`config.mk`:
```
export PLATFORM = sky130hd
export DESIGN_NAME = bsp_front
export DESIGN_NICKNAME = d
export VERILOG_FILES = /design/src/rtl/core/bsp_pkg.sv /design/src/rtl/core/bsp_front.sv
export SDC_FILE = /design/constraint.sdc
export NUM_CORES = 1
export LEC_CHECK = 0
export BUFFER_PORTS_ARGS = -buffer_cell sky130_fd_sc_hd__buf_2
export CORE_MARGIN = 4
export CORE_UTILIZATION = 28
export CTS_BUF_LIST = sky130_fd_sc_hd__clkbuf_8
export DETAILED_ROUTE_END_ITERATION = 7
export SLEW_MARGIN = 30
export SYNTH_ARGS = -nofsm -noshare
export SYNTH_HDL_FRONTEND = slang
export SYNTH_SLANG_ARGS = --single-unit
```
`constraint.sdc`:
```
create_clock -name aclk -period 1.6 [get_ports aclk]
set_input_delay 0.24 -clock aclk [delete_from_list [all_inputs] [get_ports aclk]]
set_output_delay 0.24 -clock aclk [all_outputs]
set_load 0.005 [all_outputs]
```
`src/rtl/core/bsp_pkg.sv`:
```
// Shared types, constants and helpers of the sliding B-spline path evaluator.
`default_nettype none
package bsp_pkg;

    // Fraction bits of the segment parameter t.
    localparam int PFB = 16;
    localparam logic [PFB:0] ONE_T = {1'b1, {PFB{1'b0}}};
    localparam logic [15:0] T_STEP_RESET = 16'd328;

    localparam int WGT_W = 24;
    localparam int ACC_W = 56;
    localparam int DIV_NW = 48;
    localparam int DIV_DW = 32;
    localparam int FIFO_DEPTH = 4;

    localparam int STEP_SHL = (PFB >= 16) ? PFB - 16 : 0;
    localparam int STEP_SHR = (PFB >= 16) ? 0 : 16 - PFB;

    typedef enum logic {
        CMD_PUSH = 1'b0,
        CMD_TICK = 1'b1
    } cmd_t;

    typedef struct packed {
        cmd_t               cmd;
        logic signed [31:0] py;
        logic signed [31:0] px;
    } item_t;

    typedef struct packed {
        logic busy;
        logic done;
    } div_status_t;

    typedef enum logic [4:0] {
        S_IDLE, S_M0, S_M1, S_M2, S_M3, S_M4, S_WGT, S_MAC,
        S_PXG, S_PXW, S_PZG, S_PZW, S_NRM, S_SQ0, S_SQ1, S_SQ2,
        S_SQRT, S_TXG, S_TXW, S_TZG, S_TZW, S_FIN
    } back_state_t;

    // Moves the Q0.16 step onto the parameter grid.
    function automatic logic [PFB:0] step_conv(input logic [15:0] s);
        logic [PFB+15:0] w;
        w = {{PFB{1'b0}}, s};
        w = (w << STEP_SHL) >> STEP_SHR;
        return w[PFB:0];
    endfunction

endpackage
`default_nettype wire

```
`src/rtl/core/bsp_front.sv`:
```
// Input stage: takes beats from the stream and classifies them into items.
`default_nettype none
module bsp_front
    import bsp_pkg::*;
(
    input  wire logic        aclk,
    input  wire logic        aresetn,
    input  wire logic        s_axis_tvalid,
    output logic             s_axis_tready,
    input  wire logic [63:0] s_axis_tdata,  // point_x, point_y
    input  wire logic        s_axis_tuser,  // cmd
    output logic             out_valid,
    input  wire logic        out_ready,
    output item_t            out_item
);

    logic  vld_reg;
    item_t item_reg;

    assign s_axis_tready = !vld_reg || out_ready;

    always_ff @(posedge aclk) begin
        if (!aresetn) begin
            vld_reg <= 1'b0;
        end else if (s_axis_tready) begin
            vld_reg <= s_axis_tvalid;
        end
    end

    always_ff @(posedge aclk) begin
        if (s_axis_tready && s_axis_tvalid) begin
            item_reg.cmd <= s_axis_tuser ? CMD_TICK : CMD_PUSH;
            item_reg.px  <= s_axis_tdata[31:0];
            item_reg.py  <= s_axis_tdata[63:32];
        end
    end

    assign out_valid = vld_reg;
    assign out_item  = item_reg;

endmodule
`default_nettype wire

```
# ---- Word-level counts from Yosys, hierarchy flattened
# Index checks and enable logic that the tools add are counted.
dict set report op_classes {
  n_reduce_logical 3
  n_div 0
  bitwise 0
  multipliers 0
  n_shift 0
  magnitude_cmp 0
  n_eq_ne 0
  n_addsub 0
  muxes 1
}
# op count
set op_table {}
lappend op_table {{logical AND 1 bit} 1}
lappend op_table {{logical NOT 1 bit} 1}
lappend op_table {{logical OR 1 bit} 1}
lappend op_table {{2-to-1 mux 1 bit} 1}
dict set report word_totals {
  inputBits 69
  word_cells 8
  out_inout_bits 67
  memories 0
  regBits 66
  ram_bits 0
  latchBits 0
  mem_bits_ro 0
}

# ---- Longest topological paths before layout
dict set report logic_depth {
  depth_word 3
  ltp_mapped 2
  ltp_nobuf 2
}

# ---- Worst setup path after synthesis
# OpenSTA, ideal clock, no wires.
dict set report synth_path {
  path_kind {register -> register}
  start {register vld_reg (netlist: out_valid)}
  end {register item_reg (netlist bit out_item[0]) (enable)}
  synth_period_minus_slack_ps 1345
  path_slack_ps 255
  path_stages_with_launch 3
  required_ps 1223
  path_buffers 0
  t_arrival_ps 967
  setup_time_ps 377
  path_cell_list {dfxtp_1 > nand2b_4 > and2_4}
}
dict set report synth_between {
  elab_chain_len 3
}
# element line
set synth_rtl {}
lappend synth_rtl {{start, declared} bsp_front.sv:17} ;# logic vld_reg;
lappend synth_rtl {{start signal, assigned} bsp_front.sv:26} ;# vld_reg <= s_axis_tvalid;
lappend synth_rtl {{logical NOT 1 bit} bsp_front.sv:20} ;# assign s_axis_tready = !vld_reg || out_ready;
lappend synth_rtl {{logical OR 1 bit} bsp_front.sv:20}
lappend synth_rtl {{net s_axis_tready} bsp_front.sv:9} ;# output logic s_axis_tready,
lappend synth_rtl {{logical AND 1 bit} bsp_front.sv:31} ;# if (s_axis_tready && s_axis_tvalid) begin
lappend synth_rtl {{end, declared} bsp_front.sv:18} ;# item_t item_reg;
# The timed path passes the listed nets, and every way through them passes these cells.
# A chain may end at the register's enable or synchronous reset.

# ---- Final worst setup path
dict set report layout_path {
  start {register vld_reg (netlist: out_valid)}
  end {register item_reg (netlist bit out_item[58]) (enable)}
}
dict set report layout_between {
  elab_chain_len 3
}
# element line
set layout_rtl {}
lappend layout_rtl {{logical NOT 1 bit} bsp_front.sv:20}
lappend layout_rtl {{logical OR 1 bit} bsp_front.sv:20}
lappend layout_rtl {{logical AND 1 bit} bsp_front.sv:31}
# No other way between the ends.

==> results.tsv <==
stage	metric	value	unit
global_route	antenna_found_initial	1	
critical_path	crit_fanout	22	
yosys	ys_seq_elements	66	
clocking	cts_buffer_depth	2	
job	max_cap_viol_count	0	
critical_path	worstSetupEndpointType	flip-flop	
critical_path	r2r_cells	3	
global_route	grt.total_usage	0.108	
power	total_power	0.00339	W
route	drt_iter0_markers	27	
die	dieWidth	92.7	um
route	post_drt_wl_per_cell	14.2	um
clocking	cts.sinks	66	
yosys	synth.largest_area_cell	edfxtp_1	
yosys	synth-xor-area-share	0	
power	peakVddDrop	0.503	mV
route	met2_wirelength	2.12	mm
finish	layout-drive-gt1-share	0.682	
route	dr_total_vias	1219	
sta	tns	0	ps
global_route	grt_start_max_net_pins	23	
power	leakage	1.29	nW
die	die_y	92.7	um
yosys	synth_compound_area_frac	0.00560	
yosys	synthAdderAreaFrac	0	
route	via_per_inst	3.82	
yosys	ys_warn_count	0	
critical_path	start_kind	flip-flop	
sta	holdWs	82.4	ps
finish	nNetsFinal	288	
route	final_antenna_net_count	0	
run_status	outcome	finished clean	
yosys	synthMuxAreaShare	0	
clocking	postCtsHoldBufs	0	
yosys	synth.area.top_cells	edfxtp_1 (97%), dfxtp_1 (1.0%), nand2b_4 (0.68%)	
clocking	tritoncts	built	
critical_path	r2r-end	out_item[58]	
sta	relSlewSlack	0.804	
worst_hold_path	hold_class	input pin to flip-flop	
yosys	syn-mean-instance-area	28.7	um2
sta	finalCriticalPeriod	1260	ps
clocking	numCtsBuffers	9	
clocking	clock-root-buffer	clkbuf_8	
yosys	yosysSeqAreaShare	0.981	
route	drc	0	
finish	area_growth	49.4	%
clocking	cts_resized	0	
critical_path	rr_startpoint	out_valid	
yosys	synth_nets	139	
sta	hold_viol_final	0	
yosys	synth_top_family_by_area	simple AND/OR/NAND/NOR gates	
critical_path	crit_required	1630	ps
die	start_util	0.293	
sta	setup_viol	0	
sta	tightestPinTransition	294	ps
clocking	path_clk_slew	70	ps
clocking	htree_levels	3	
global_route	grt_pass1_vias	1350	
route	wl	4.52	mm
finish	diodes	0	
critical_path	r2r_slack	340	ps
sta	fin_worst_skew	3.31	ps
worst_hold_path	min_path_cells	1	
clocking	cts_setup_buffers	0	
clocking	insertion_delay	320	ps
critical_path	crit_type	flip-flop to flip-flop	
sta	rsz0062_at_grt	false	
power	p_per_area	1130	nW/um2
placed_design	place_congestion	0.712	
global_route	grt_overflow_total	0	
die	die_area	8600	um2
yosys	syn_inst	70	
die	fp-row-count	30	
yosys	synth.top_cell.area_share	0.971	
sta	post-route-period-util	0.786	
yosys	synth_cell_types	6	
global_route	grt_pass1_wl	6.71	mm
critical_path	cp_data_arrival_time	1290	ps
yosys	netlist_area	2010	um2
die	core_area	6870	um2
route	wl_met1	1.66	mm
sta	final-max-slew-violation-count	0	
route	drt-pass1-iter-count	4	
yosys	synth_simple_gate_area_frac	0.0112	
finish	fill_cells	625	
die	ios	136	
sta	max_freq	0.795	GHz
critical_path	endpoint	out_item[58]	
route	dr_wl_met3	605	um
placed_design	portBuffers	135	
critical_path	startpoint	out_valid	
route	route.top_layer_used	met5	
## synth_stat cells
cell / number
nand2b_4: 1
and2_4: 1
a21boi_2: 1
edfxtp_1: 65
inv_1: 1
dfxtp_1: 1
## sequential cells by signal, indices dropped and copies added (netlist names)
signal,flops
out_valid,1
out_item,65
## metrics by stage
stage / instances / instance area, um2 / util / setup WS (ps)
after floorplan: 70 / 2010 / - / 255
after global placement: 304 / 2850 / 0.415 / 310
after detailed placement: 304 / 2850 / 0.415 / 284
after CTS: 319 / 3000 / 0.437 / 323
after global routing: 319 / 3000 / 0.437 / 272
final: 319 / 3000 / 0.437 / 343
## cell usage in the layout (no fill, tap or decap)
cell and count:
clkinv_2 2, and2_4 1, inv_1 1, edfxtp_1 65, a21boi_2 1, buf_12 2, nand2b_4 1, clkbuf_8 9
dfxtp_1 1, buf_4 1, buf_2 135, clkinv_1 4
## final cells by class
class                           instances  area [um2]  area share
Clock buffer                            9         124      0.0413
Clock inverter                          6        25.0     0.00834
Inverter                                1        3.75     0.00125
Multi-Input combinational cell          3        33.8      0.0113
Sequential cell                        66        1970       0.657
Tap cell                               96         120      0.0400
Timing Repair Buffer                  138         723       0.241
## critical path: stages (launching register included)
cell,delay (ps)
dfxtp_1,330
nand2b_4,80
and2_4,330
buf_12,220
## logic make-up after synthesis
group,count (synthesis)
AO/OA/AOI/OAI,1
AND/OR/NAND/NOR,2
flip-flops,66
buffers and inverters,1
## worst min-delay path by stage
| stage | startpoint | to | slack, ps |
|---|---|---|---|
| floorplan | s_axis_tdata[0] | out_item[0] | 340 |
| finish | s_axis_tdata[22] | out_item[22] | 80 |
| CTS | s_axis_tdata[17] | out_item[17] | 60 |
| global placement | s_axis_tdata[37] | out_item[37] | 420 |
| detailed placement | s_axis_tdata[40] | out_item[40] | 420 |
| global route | s_axis_tdata[42] | out_item[42] | 50 |
## per-layer routing
metal  vias to the layer above  GRT usage
li1                        578          -
met1                       548      0.108
met2                        79      0.167
met3                        12     0.0682
met4                         2     0.0696
met5                         -          0
## power by group
group	internal, W	total [W]	leakage (nW)	switching (W)
sequential	0.00202	0.00204	0.637	0.0000218
clock	0.000526	0.00109	0.0788	0.000567
combinational	0.000138	0.000257	0.575	0.000119
Note: power is estimated with default switching activity, not from simulation.
