**src/rtl/core/bsp_pkg.sv**
```systemverilog
// Shared types, constants and helpers of the sliding B-spline path evaluator.
`default_nettype none
package bsp_pkg;

    // Fraction bits of the segment parameter t.
    localparam int PFB = 16;
    localparam logic [PFB:0] ONE_T = {1'b1, {PFB{1'b0}}};
    localparam logic [15:0] T_STEP_RESET = 16'd328;

    localparam int WGT_W = 24;
    localparam int ACC_W = 56;
    localparam int DIV_NW = 48;
    localparam int DIV_DW = 32;
    localparam int FIFO_DEPTH = 4;

    localparam int STEP_SHL = (PFB >= 16) ? PFB - 16 : 0;
    localparam int STEP_SHR = (PFB >= 16) ? 0 : 16 - PFB;

    typedef enum logic {
        CMD_PUSH = 1'b0,
        CMD_TICK = 1'b1
    } cmd_t;

    typedef struct packed {
        cmd_t               cmd;
        logic signed [31:0] py;
        logic signed [31:0] px;
    } item_t;

    typedef struct packed {
        logic busy;
        logic done;
    } div_status_t;

    typedef enum logic [4:0] {
        S_IDLE, S_M0, S_M1, S_M2, S_M3, S_M4, S_WGT, S_MAC,
        S_PXG, S_PXW, S_PZG, S_PZW, S_NRM, S_SQ0, S_SQ1, S_SQ2,
        S_SQRT, S_TXG, S_TXW, S_TZG, S_TZW, S_FIN
    } back_state_t;

    // Moves the Q0.16 step onto the parameter grid.
    function automatic logic [PFB:0] step_conv(input logic [15:0] s);
        logic [PFB+15:0] w;
        w = {{PFB{1'b0}}, s};
        w = (w << STEP_SHL) >> STEP_SHR;
        return w[PFB:0];
    endfunction

endpackage
`default_nettype wire

```
**src/rtl/core/bsp_fifo.sv**
```systemverilog
// Short item queue between the input stage and the evaluator.
`default_nettype none
module bsp_fifo
    import bsp_pkg::*;
(
    input  wire logic  aclk,
    input  wire logic  aresetn,
    input  wire logic  in_valid,
    output logic       in_ready,
    input  wire item_t in_item,
    output logic       out_valid,
    input  wire logic  out_ready,
    output item_t      out_item
);

    localparam int PW = $clog2(FIFO_DEPTH);

    item_t          mem [FIFO_DEPTH];
    logic [PW-1:0]  wr_ptr_reg;
    logic [PW-1:0]  rd_ptr_reg;
    logic [PW:0]    count_reg;
    logic           do_wr;
    logic           do_rd;

    assign in_ready  = count_reg != (PW+1)'(FIFO_DEPTH);
    assign out_valid = count_reg != '0;
    assign do_wr     = in_valid && in_ready;
    assign do_rd     = out_valid && out_ready;
    assign out_item  = mem[rd_ptr_reg];

    always_ff @(posedge aclk) begin
        if (!aresetn) begin
            wr_ptr_reg <= '0;
            rd_ptr_reg <= '0;
            count_reg  <= '0;
        end else begin
            if (do_wr) begin
                wr_ptr_reg <= wr_ptr_reg + 1'b1;
            end
            if (do_rd) begin
                rd_ptr_reg <= rd_ptr_reg + 1'b1;
            end
            if (do_wr && !do_rd) begin
                count_reg <= count_reg + 1'b1;
            end else if (!do_wr && do_rd) begin
                count_reg <= count_reg - 1'b1;
            end
        end
    end

    always_ff @(posedge aclk) begin
        if (do_wr) begin
            mem[wr_ptr_reg] <= in_item;
        end
    end

endmodule
`default_nettype wire

```
**config.mk**
```make
export PLATFORM = sky130hd
export DESIGN_NAME = bsp_fifo
export DESIGN_NICKNAME = d
export VERILOG_FILES = /design/src/rtl/core/bsp_pkg.sv /design/src/rtl/core/bsp_fifo.sv
export SDC_FILE = /design/constraint.sdc
export NUM_CORES = 1
export LEC_CHECK = 0
export BUFFER_PORTS_ARGS = -buffer_cell sky130_fd_sc_hd__buf_2
export CORE_MARGIN = 2
export CORE_UTILIZATION = 57
export DETAILED_ROUTE_END_ITERATION = 10
export PLACE_DENSITY_LB_ADDON = 0.12
export SYNTH_ARGS = -nofsm -noshare
export SYNTH_HDL_FRONTEND = slang
export SYNTH_SLANG_ARGS = --single-unit
```
**constraint.sdc**
```tcl
create_clock -name aclk -period 3.7 [get_ports aclk]
set_input_delay 0.185 -clock aclk [delete_from_list [all_inputs] [get_ports aclk]]
set_output_delay 0.185 -clock aclk [all_outputs]
set_load 0.05 [all_outputs]
```
; ---- Yosys cells after proc, flatten, opt, wreduce, memory -nomap -nowiden
; Memories as Yosys holds them, arrays and structs flattened. A register that Yosys moved wholly into a read port is not among the register bits.
; Cells that the tools add are included.
[totals]
ram_bits = 260
latchBits = 0
input_bits = 69
n_memories = 1
wordCells = 23
romBits = 0
regBits = 7
[op_classes]
div_mod_pow = 0
bitwise = 0
n_lt_le_gt_ge = 0
muxes = 6
n_shift = 0
n_addsub = 4
n_eq_ne = 1
n_mul = 0
n_reduce_logical = 8
[memory_table]
columns = name, depth, width, read_ports, rd_clocked_by_memory_dff, wr, line
row1 = mem, 4, 65, 1, 1, 1, bsp_fifo.sv:18  ; item_t mem [FIFO_DEPTH];
[ops]
columns = op, count
row1 = $mux 3, 2
row2 = $add 2x1->2 const B, 2
row3 = $logic_and 1x1->1, 4
row4 = $mux 2, 2
row5 = $add 3x1->3 const B, 1
row6 = $ne 3x3->1 const B, 1
row7 = $reduce_bool 3->1, 1
row8 = $sub 3x1->3 const B, 1
row9 = $logic_not 1->1, 2
row10 = $mux 1, 2
row11 = $reduce_bool 2->1, 1

; ---- Longest topological paths before layout
; Gate-level depths: netlist of the first run.
[depth]
depth_word = 6
depth_mapped = 8
depth_no_buf = 8

; ---- Least setup slack after synthesis of the first run
; Ideal clock, no wire load.
[synth_timing]
kind = register -> register
from = reg count_reg[0]
to = mem mem[0][0] (netlist bit), enable pin
setup_slack_ns = 0.899
arrival_ns = 2.371
synth_period_minus_slack_ns = 2.801
n_path_buf = 0
t_required_ns = 3.270
stages_incl_launch_ff = 4
cell_sequence = dfxtp_1 nor2_1 a21boi_2 and2_1
[synth_via]
elab_chain_len = 4
[synth_rtl]
columns = element, line
row1 = from (decl), bsp_fifo.sv:21  ; logic [PW:0] count_reg;
row2 = from (signal assigned), bsp_fifo.sv:44  ; count_reg <= count_reg + 1'b1;
row3 = from (signal assigned), bsp_fifo.sv:46  ; count_reg <= count_reg - 1'b1;
row4 = $ne 3x3->1, bsp_fifo.sv:25  ; assign in_ready = count_reg != (PW+1)'(FIFO_DEPTH);
row5 = $logic_and 1x1->1, bsp_fifo.sv:27  ; assign do_wr = in_valid && in_ready;
row6 = net do_wr, bsp_fifo.sv:22  ; logic do_wr;
row7 = $mux 1, bsp_fifo.sv:52  ; if (do_wr) begin
row8 = $mux 1 (not written as such), bsp_fifo.sv:53  ; mem[wr_ptr_reg] <= in_item;
row9 = to (decl), bsp_fifo.sv:18
; The timed path passes the listed nets, and every way through them passes these cells.

==> results of run 1 <==
area by class of cell:
type                            count  area, sq um  share of cell area
Multi-Input combinational cell    100         1758              0.1436
Tap cell                          225        281.5             0.02299
Antenna cell                        1        2.502           0.0002044
Timing Repair Buffer              204         1359              0.1110
Sequential cell                   269         7995              0.6530
Clock buffer                       30        686.9             0.05610
Inverter                            3        11.26           0.0009197
Clock inverter                     19        150.1             0.01226
placed cells by master (no fill, tap or decap), drive strengths merged, types with 4 or more instances in the layout:
master         n
inv            4
nand2          5
buf          138
clkbuf        30
clkinv        13
dfxtp          9
ha             5
edfxtp       260
dlygate4sd3   66
mux4          65
and2           8
power groups by stage:
stage	combinational [mW]	sequential (mW)	clock, mW
after floorplan	2.42	3.84	0
after global placement	2.75	4.01	0
final	2.79	3.95	2.54
after global routing	2.92	4.00	2.72
after detailed placement	2.76	4.03	0
after CTS	2.82	3.97	2.60
critical path: stages, from the launching register on:
cell and delay [ns]:
dfxtp_4 0.80, buf_4 0.40, mux4_2 0.56, buf_2 0.23
cells by family after synthesis:
group                      count (synthesis)  share of synthesized area
adders and majority gates                  6                   0.008339
AOI/OAI and AO/OA                          5                   0.004548
DFF                                      269                     0.8066
and+or+nand+nor                           17                   0.009223
buffers and inverters                     18                    0.01693
muxes                                     68                     0.1509
xor gates and xnor gates                   4                   0.003538
per-stage QoR:
stage	hold slack (ns)	util	setup WS, ns	power (mW)
after detailed placement	0.4017	0.6277	1.384	6.788
final	0.1300	0.7154	0.9957	9.279
after global routing	0.1546	0.7154	0.8076	9.644
after CTS	0.1094	0.7152	0.8978	9.387
after floorplan	0.2839	-	0.8988	6.261
after global placement	0.3941	0.6277	1.430	6.753
routing by layer:
metal / vias to the layer above / track usage / wire length, um
met5: - / 0 / 0
met4: 0 / 0.06481 / 366
met3: 38 / 0.04027 / 1089
met2: 143 / 0.3230 / 8804
met1: 2372 / 0.2477 / 7073
li1: 2092 / - / -
path summary, 6_finish.rpt:
| kind | end | slack, ns | cells past startpoint |
|---|---|---|---|
| max | out_item[39] | 1.0 | 3 |
| min | register | 0.13 | 4 |
| max reg2reg | count_reg[2] | 1.38 | 8 |
| min reg2reg | wr_ptr_reg[1] | 0.51 | 2 |
timing repair:
item	in CTS	in global routing
hold buffers	66	0
hold endpoints to repair	266	0
endpoints found under the setup margin	0	0
==> summary.txt, run 1 <==
Setup path
  • Worst Path Arrival: roughly 2.5 ns
  • Critical Path RT: approximately 3.5 ns
  • Critical Path Start Type: register
  • CP endpoint kind: output port
  • Crit-path max FO: 35
  • R2R Path Start: count_reg[0]
  • WS Path Type: reg2out

Timing
  • Fmax: between 300 and 400 MHz
  • Crit path time final: between 2 and 3 ns
  • Clock Skews: 0.01184 ns
  • Final hold violation count: 0
  • Final max-slew violation count: 0
  • Worst-Margin Slew: 1.013 ns
  • RSZ-0062 raised after global routing: false
  • Rel. slew slack: 0.3245
  • # setup viols final: 0
  • Post-route clock period utilization: 0.7309
  • Setup TNS: 0 ns

Final layout
  • P&R area growth vs syn: 23.64%
  • Share of cells above drive strength 1: 0.4032
  • Post-route insts no fill: ~850
  • Final net count: 680
  • Fillcell total: approximately 1000
  • Largest register FFs: between 200 and 300
  • Non-Filler Cell Area, Final: ~12000 sq um

Detailed routing
  • Vias per inst: between 5 and 6
  • Drt first pass iters: 4
  • Vias: about 4600
  • Mean routed wirelength per cell: between 20 and 25 um
  • DRT iter0 DRCs: between 200 and 300
  • WL final: between 15000 and 20000 um
  • DRC Markers: 0
  • Antenna viol nets, final: 0

Run
  • Max-cap violation count: 0

Floorplan
  • Starting Density: 0.5786
  • Num rows: 48
  • Die area: 18440 sq um
  • # IOs: roughly 140
  • Die width: approximately 140 um
  • Area of the core: about 17000 sq um
  • Chip height: between 100 and 150 um

Synth
  • Mapped Nets: 462
  • FF+latch count, synth: between 200 and 300
  • Syn Std Cell Area: 9903 sq um
  • Post-synth top area share: 0.7884
  • Ys flop type: edfxtp_1
  • Top cells by area, synth: edfxtp_1 79%, mux4_2 15%, dfxtp_1 1.8%
  • Post-Synthesis Cells: approximately 390
  • Asr flop ratio synth: 0
  • Synth cell count leaders: 260 x edfxtp_1, 65 x mux4_2, 9 x dfxtp_1, 8 x and2_1, 6 x buf_2
  • Syn avg cell area: ~26 sq um
  • Top-count cell post-synth: edfxtp_1
  • YS warnings: 0
  • EDFF count, synth: 260
  • Synth area leader: edfxtp_1
  • Post-synthesis sequential area ratio: 0.8066
  • Yosys cell types: 24

Clock network
  • CTS H-tree depth: 1
  • Num CTS Buffers: 27
  • # clock sinks: roughly 270
  • Post-CTS Setup Bufs: 0
  • CTS tree: yes
  • Worst skew pair latency: ~0.52 ns
  • Clk pin slew, worst setup/hold paths: approximately 0.06 ns
  • Post-cts sizing count: 0
  • Clk buf depth: 3
  • Root Buffer: clkbuf_16

Min path
  • HP Start: out_ready
  • Hold Path Class: in2reg

Placement
  • Placed Cells: between 700 and 800
  • Gpl congestion: 0.7413
  • Placed Area: roughly 11000 sq um
  • IO buf count: around 140
  • DPL Wire Length: 9432 um

Power and ir drop
  • Pleak: approximately 4.2 nW
  • Sw Ratio: 0.3420
  • Sequential Power Share: 0.425
  • Pwr dens: around 760 nW/um^2
  • P_int: about 6.1 mW
  • Comb pwr share: 0.301
  • Maximum VDD drop: 0.4533 mV
  • Clock share of power: 0.274
  • Psw: approximately 3.2 mW

GRT
  • Initial antenna violation count: 1
  • Number of global-route vias before repair: a little over 5000
  • Global Route Usage Sum: 0.1899
  • First-pass GRT wire length: around 26000 um
  • GR Overflow Total: 0
  • Largest net degree at the start of global routing: 66

Outcome
  • Outcome: complete, no violations
Power figures use the tool's default switching activity.
==> run 2, diff against run 1 <==
--- a/config.mk
+++ b/config.mk
@@ -7,7 +7,7 @@
 export LEC_CHECK = 0
 export BUFFER_PORTS_ARGS = -buffer_cell sky130_fd_sc_hd__buf_2
 export CORE_MARGIN = 2
-export CORE_UTILIZATION = 57
+export CORE_UTILIZATION = 51
 export DETAILED_ROUTE_END_ITERATION = 10
 export PLACE_DENSITY_LB_ADDON = 0.12
 export SYNTH_ARGS = -nofsm -noshare
==> constraint.sdc (replaced) <==
create_clock -name aclk -period 2.19 [get_ports aclk]
set_input_delay 0.1095 -clock aclk [delete_from_list [all_inputs] [get_ports aclk]]
set_output_delay 0.1095 -clock aclk [all_outputs]
set_load 0.05 [all_outputs]
==> run 2 against run 1 <==
Net effect:
- hold slack worse by 0.096 ns
- global-route usage down 2.0 points
- critical endpoint is now out_item[60]
- register-to-register slack worse by 1.2 ns
- clock skew about the same
- die area up 11%
- cell count up 5.1%
- clock-buffer cell count up 4
- wire length down 0.56%
- core utilization down 5.8 points
- sequential power up 63%
- largest cell class unchanged
==> summary.txt, run 2 (synthesis results as in run 1) <==
Placement
  • IO buf count: between 100 and 150
  • Gpl congestion: 0.7064
  • DPL Wire Length: roughly 10000 um
  • Place WS: around 0.073 ns

GRT
  • Largest net degree at the start of global routing: 49
  • Global Route Usage Sum: 0.1703
  • Number of global-route vias before repair: ~5000
  • First-pass GRT wire length: between 20000 and 30000 um
  • Initial antenna violation count: 0
  • GR Overflow Total: 0

Timing
  • RSZ-0062 raised after global routing: false
  • # setup viols final: 0
  • Setup TNS: 0 ns
  • Crit path time final: roughly 2.1 ns
  • Fmax: between 400 and 500 MHz
  • Rel. slew slack: 0.7359
  • Clock Skews: 0.01173 ns
  • Final WS setup: 0.1033 ns
  • Worst-Margin Slew: about 0.40 ns
  • Final hold violation count: 0
  • Final max-slew violation count: 0
  • Post-route clock period utilization: 0.9528

Final layout
  • Number of diodes: 0
  • Largest register FFs: 260
  • Share of cells above drive strength 1: 0.4054
  • Final net count: between 600 and 700
  • Most frequent cells in the layout: 260 x edfxtp_1, 135 x buf_2, 66 x dlygate4sd3_1, 65 x mux4_2, 27 x clkbuf_16
  • Commonest non-fill, non-tap cell in the layout: edfxtp_1
  • Fillcell total: around 1300
  • P&R area growth vs syn: 25.45%

Clock network
  • Root Buffer: clkbuf_16
  • Post-CTS Setup Bufs: 0
  • CTS tree: yes
  • Num CTS Buffers: 27
  • Clk pin slew, worst setup/hold paths: roughly 0.060 ns
  • CTS H-tree depth: 1
  • # clock sinks: ~270
  • Clk buf depth: 3
  • Worst skew pair latency: roughly 0.51 ns

Setup path
  • Crit-path cells: buf_12, mux4_2, buf_2
  • Largest stage delay on the critical path: ~0.58 ns
  • Delay-heaviest family, CP: multiplexers
  • WS Path Type: reg2out
  • Crit path buf inv count: 2
  • Slowest CP cell: mux4_2
  • CP endpoint kind: output port
  • Worst Path Arrival: slightly below 2 ns
  • Critical Path Start Type: register
  • Critical Path RT: between 2 and 2.5 ns
  • Crit-path max FO: 33

Floorplan
  • Die area: around 20000 sq um
  • # IOs: 136
  • Area of the core: about 19000 sq um
  • Die width: between 100 and 150 um
  • Num rows: 50
  • Chip height: approximately 140 um
  • Starting Density: 0.5242

Detailed routing
  • Antenna viol nets, final: 0
  • Mean routed wirelength per cell: ~19 um
  • DRT iter0 DRCs: around 280
  • Vias: 4691
  • Vias per inst: roughly 5.2
  • DRC Markers: 0
  • Drt first pass iters: 4
  • WL final: around 17000 um

Run
  • Max-cap violation count: 0

Power and ir drop
  • Pwr dens: 1258 nW/um^2
  • Pleak: around 4.2 nW
  • Maximum VDD drop: 0.7656 mV

Min path
  • Hold Path Class: in2reg

Outcome
  • Outcome: complete, no violations
-- run 2: cell types whose count changed in the layout (fill, tap and decap cells not counted), sizes merged --
cell,delta
diode,-1
inv,-1
clkinvlp,-3
bufinv,-1
clkbuf,+4
buf,+10
-- run 2: where the power goes --
group          internal [mW]  leakage (nW)  total, mW  switching (mW)
Sequential              6.26          2.46       6.42           0.165
Combinational           1.67          1.38       5.12            3.45
Clock                   2.37         0.390       4.08            1.72
Total                   10.3          4.23       15.6            5.33
-- run 2: through the flow --
step	instances	hold slack (ns)	cell area, sq um	power (mW)	utilization
4_1_cts	894	0.03469	12410	15.81	0.6570
3_5_place_dp	780	0.3260	10960	11.63	0.5803
2_1_floorplan	387	0.2084	9908	10.56	-
6_report	894	0.03443	12420	15.63	0.6576
5_1_grt	894	0.02946	12420	16.26	0.6576
3_3_place_gp	780	0.3196	10960	11.55	0.5803
-- run 2: worst min-delay path, cell delays in order --
cell and delay, ns:
buf_2 0.13, o31ai_4 0.06, xnor2_1 0.06, and2_1 0.14
-- run 2: final timing paths --
check | startpoint | endpoint | slack, ns | cells past startpoint
hold reg to reg | wr_ptr_reg[1] | wr_ptr_reg[1] | 0.50 | 2
setup / recovery | register | out_item[60] | 0.10 | 3
setup reg to reg | count_reg[0] | count_reg[2] | 0.15 | 8
hold / removal | out_ready | register | 0.03 | 4
-- run 2: what timing repair did --
| item | CTS | global route |
|---|---|---|
| hold buffers | 66 | 0 |
| endpoints found under the hold margin | 269 | 0 |
| setup endpoints to repair | 0 | 1 |
| resized for setup | 0 | 3 |
-- run 2: area by class of cell --
class / instances / area [sq um] / area share
clock buffers: 34 / 701.9 / 0.05650
clock inverters: 14 / 86.33 / 0.006949
inverters: 3 / 11.26 / 0.0009064
repair buffers: 214 / 1534 / 0.1235
flip-flops and latches: 269 / 7998 / 0.6438
multi-input cells: 100 / 1767 / 0.1422
well taps: 260 / 325.3 / 0.02619
-- run 2: per-layer routing --
metal,vias to the layer above,part of all wire,track usage
met1,2432,0.43,0.2308
met3,16,0.058,0.03432
met5,-,0,0
li1,2114,-,-
met2,129,0.51,0.2914
met4,0,0.011,0.03715
==> run 3, diff against run 2 <==
--- a/config.mk
+++ b/config.mk
@@ -10,6 +10,7 @@
 export CORE_UTILIZATION = 51
 export DETAILED_ROUTE_END_ITERATION = 10
 export PLACE_DENSITY_LB_ADDON = 0.12
+export SETUP_SLACK_MARGIN = 0.15
 export SYNTH_ARGS = -nofsm -noshare
 export SYNTH_HDL_FRONTEND = slang
 export SYNTH_SLANG_ARGS = --single-unit
==> run 3 against run 2 <==
Net effect:
- combinational power grew 24%
- wire length grew 8.4%
- sequential share of layout area shrank 2.9 points
- cell count grew 1.9%
- hold slack gained 0.011 ns
- first-iteration DRC count shrank 35%
- total power grew 7.1%
- clock power shrank 3%
- worst setup slack gained 0.063 ns
==> summary.txt, run 3 (synthesis results as in run 1) <==
Outcome
  • Outcome: complete, no violations

Timing
  • # setup viols final: 0
  • Final max-slew violation count: 0
  • Clock Skews: around 0.0096 ns
  • Worst-Margin Slew: 0.4089 ns
  • Fmax: 494.2 MHz
  • Crit path time final: about 2 ns
  • Final hold violation count: 0
  • Rel. slew slack: 0.7274
  • Setup TNS: 0 ns
  • Post-route clock period utilization: 0.9239
  • RSZ-0062 raised after global routing: true

Run
  • Max-cap violation count: 0

Clock network
  • CTS tree: yes
  • Root Buffer: clkbuf_16
  • Worst skew pair latency: 0.51 ns
  • Num CTS Buffers: 26
  • Clk pin slew, worst setup/hold paths: ~0.060 ns
  • Clk buf depth: 3
  • CTS H-tree depth: 1
  • # clock sinks: about 270

Power and ir drop
  • Sw Ratio: 0.3329
  • Psw: about 5.6 mW
  • Pleak: 4.456 nW
  • Clock share of power: 0.236
  • Maximum VDD drop: around 0.85 mV
  • P_int: about 11 mW
  • Sequential Power Share: 0.385
  • Pwr dens: 1285 nW/um^2
  • Comb pwr share: 0.379
  • Power, Total: 16.73 mW

Placement
  • IO buf count: roughly 140
  • DPL Wire Length: about 11000 um
  • Gpl congestion: roughly 0.74
  • Placed Area: roughly 11000 sq um

Setup path
  • Worst Path Arrival: approximately 1.9 ns
  • R2R Path Start: count_reg[0]
  • Worst reg2reg path depth: 7
  • Worst Setup EP: out_item[52]
  • Crit-path max FO: 5
  • WS Path Type: reg2out
  • Reg-to-reg endpoint: count_reg[2]
  • CP endpoint kind: output port
  • R2r setup slk: around 0.22 ns
  • Critical Path RT: ~2.1 ns
  • Critical Path Start Type: register

Final layout
  • Commonest non-fill, non-tap cell in the layout: edfxtp_1
  • P&R area growth vs syn: 31.55%
  • Final net count: between 700 and 800
  • Number of diodes: 0
  • Most frequent cells in the layout: 260 x edfxtp_1, 75 x buf_2, 66 x dlygate4sd3_1, 65 x mux4_2, 49 x buf_6
  • Non-Filler Cell Area, Final: between 10000 and 15000 sq um
  • Final Core Density: 0.6895
  • Share of cells above drive strength 1: 0.4178
  • Largest register FFs: 260

GRT
  • Number of global-route vias before repair: 5166
  • Global Route Usage Sum: 0.1788
  • Initial antenna violation count: 0
  • First-pass GRT wire length: approximately 28000 um
  • GR Overflow Total: 0
  • Largest net degree at the start of global routing: 40

Floorplan
  • # IOs: between 100 and 150
  • Die width: 143.4 um
  • Chip height: around 140 um
  • Num rows: 50
  • Starting Density: 0.5242
  • Area of the core: 18890 sq um
  • Die area: around 21000 sq um

Detailed routing
  • Antenna viol nets, final: 0
  • Mean routed wirelength per cell: 20.51 um
  • Vias: between 4000 and 5000
  • WL final: about 19000 um
  • Vias per inst: 5.267
  • DRC Markers: 0
  • DRT iter0 DRCs: about 180
  • Drt first pass iters: 4

Min path
  • Hold Path Class: in2reg
  • Hold Path Cell Cnt: 4
run 3: per-stage QoR:
step	hold WS [ns]	setup slack [ns]	std cells
global route	0.04738	0.1077	911
finish	0.04532	0.1666	911
CTS	0.03227	0.09161	901
detailed placement	0.3260	0.09961	784
floorplan	0.2084	0.1772	387
global placement	0.3175	0.2284	784
run 3: area by class of cell:
type                       count  area [sq um]
sequential                   269          8003
clock inverter                 8         32.53
multi-input combinational    100          1772
clock buffer                  39         720.7
fill                        1231          5866
tap                          260         325.3
inverter                       3         11.26
timing repair buffer         232          2163
run 3: power groups by stage:
stage                     combinational [mW]  sequential (mW)  clock, mW
after floorplan                         4.09             6.47          0
after global placement                  5.01             6.59          0
after detailed placement                5.05             6.63          0
after CTS                               5.28             6.47       4.06
after global routing                    6.62             6.50       4.26
final                                   6.34             6.45       3.95
run 3: routing by layer:
metal | part of all wire | GRT usage | wire, um | up-vias
met5 | 0 | 0 | 0 | -
li1 | - | - | - | 2139
met4 | 0.017 | 0.04902 | 316 | 0
met2 | 0.51 | 0.3110 | 9596 | 113
met3 | 0.045 | 0.03332 | 841 | 29
met1 | 0.42 | 0.2346 | 7932 | 2517
run 3: worst min path at each step:
stage	from	end	slack, ns
after CTS	out_ready	register	0.03
after global placement	in_item[26]	mem[0][26]	0.32
after floorplan	in_item[0]	mem[0][0]	0.21
after global routing	out_ready	rd_ptr_reg[0]	0.05
final	out_ready	register	0.05
after detailed placement	in_item[38]	mem[0][38]	0.33
run 3: worst max-delay path, cell delays in order (launching register included):
cell and delay (ns):
dfxtp_4 0.39, buf_12 0.15, clkbuf_16 0.16, mux4_2 0.52, buf_6 0.17
run 3: what timing repair did:
item / 4_1_cts / 5_1_grt
endpoints found under the hold margin: 269 / 0
resized for setup: 4 / 186
gates cloned: 0 / 5
setup endpoints to repair: 55 / 64
pin swaps: 2 / 3
hold buffers: 66 / 0
buffers inserted: 4 / 5
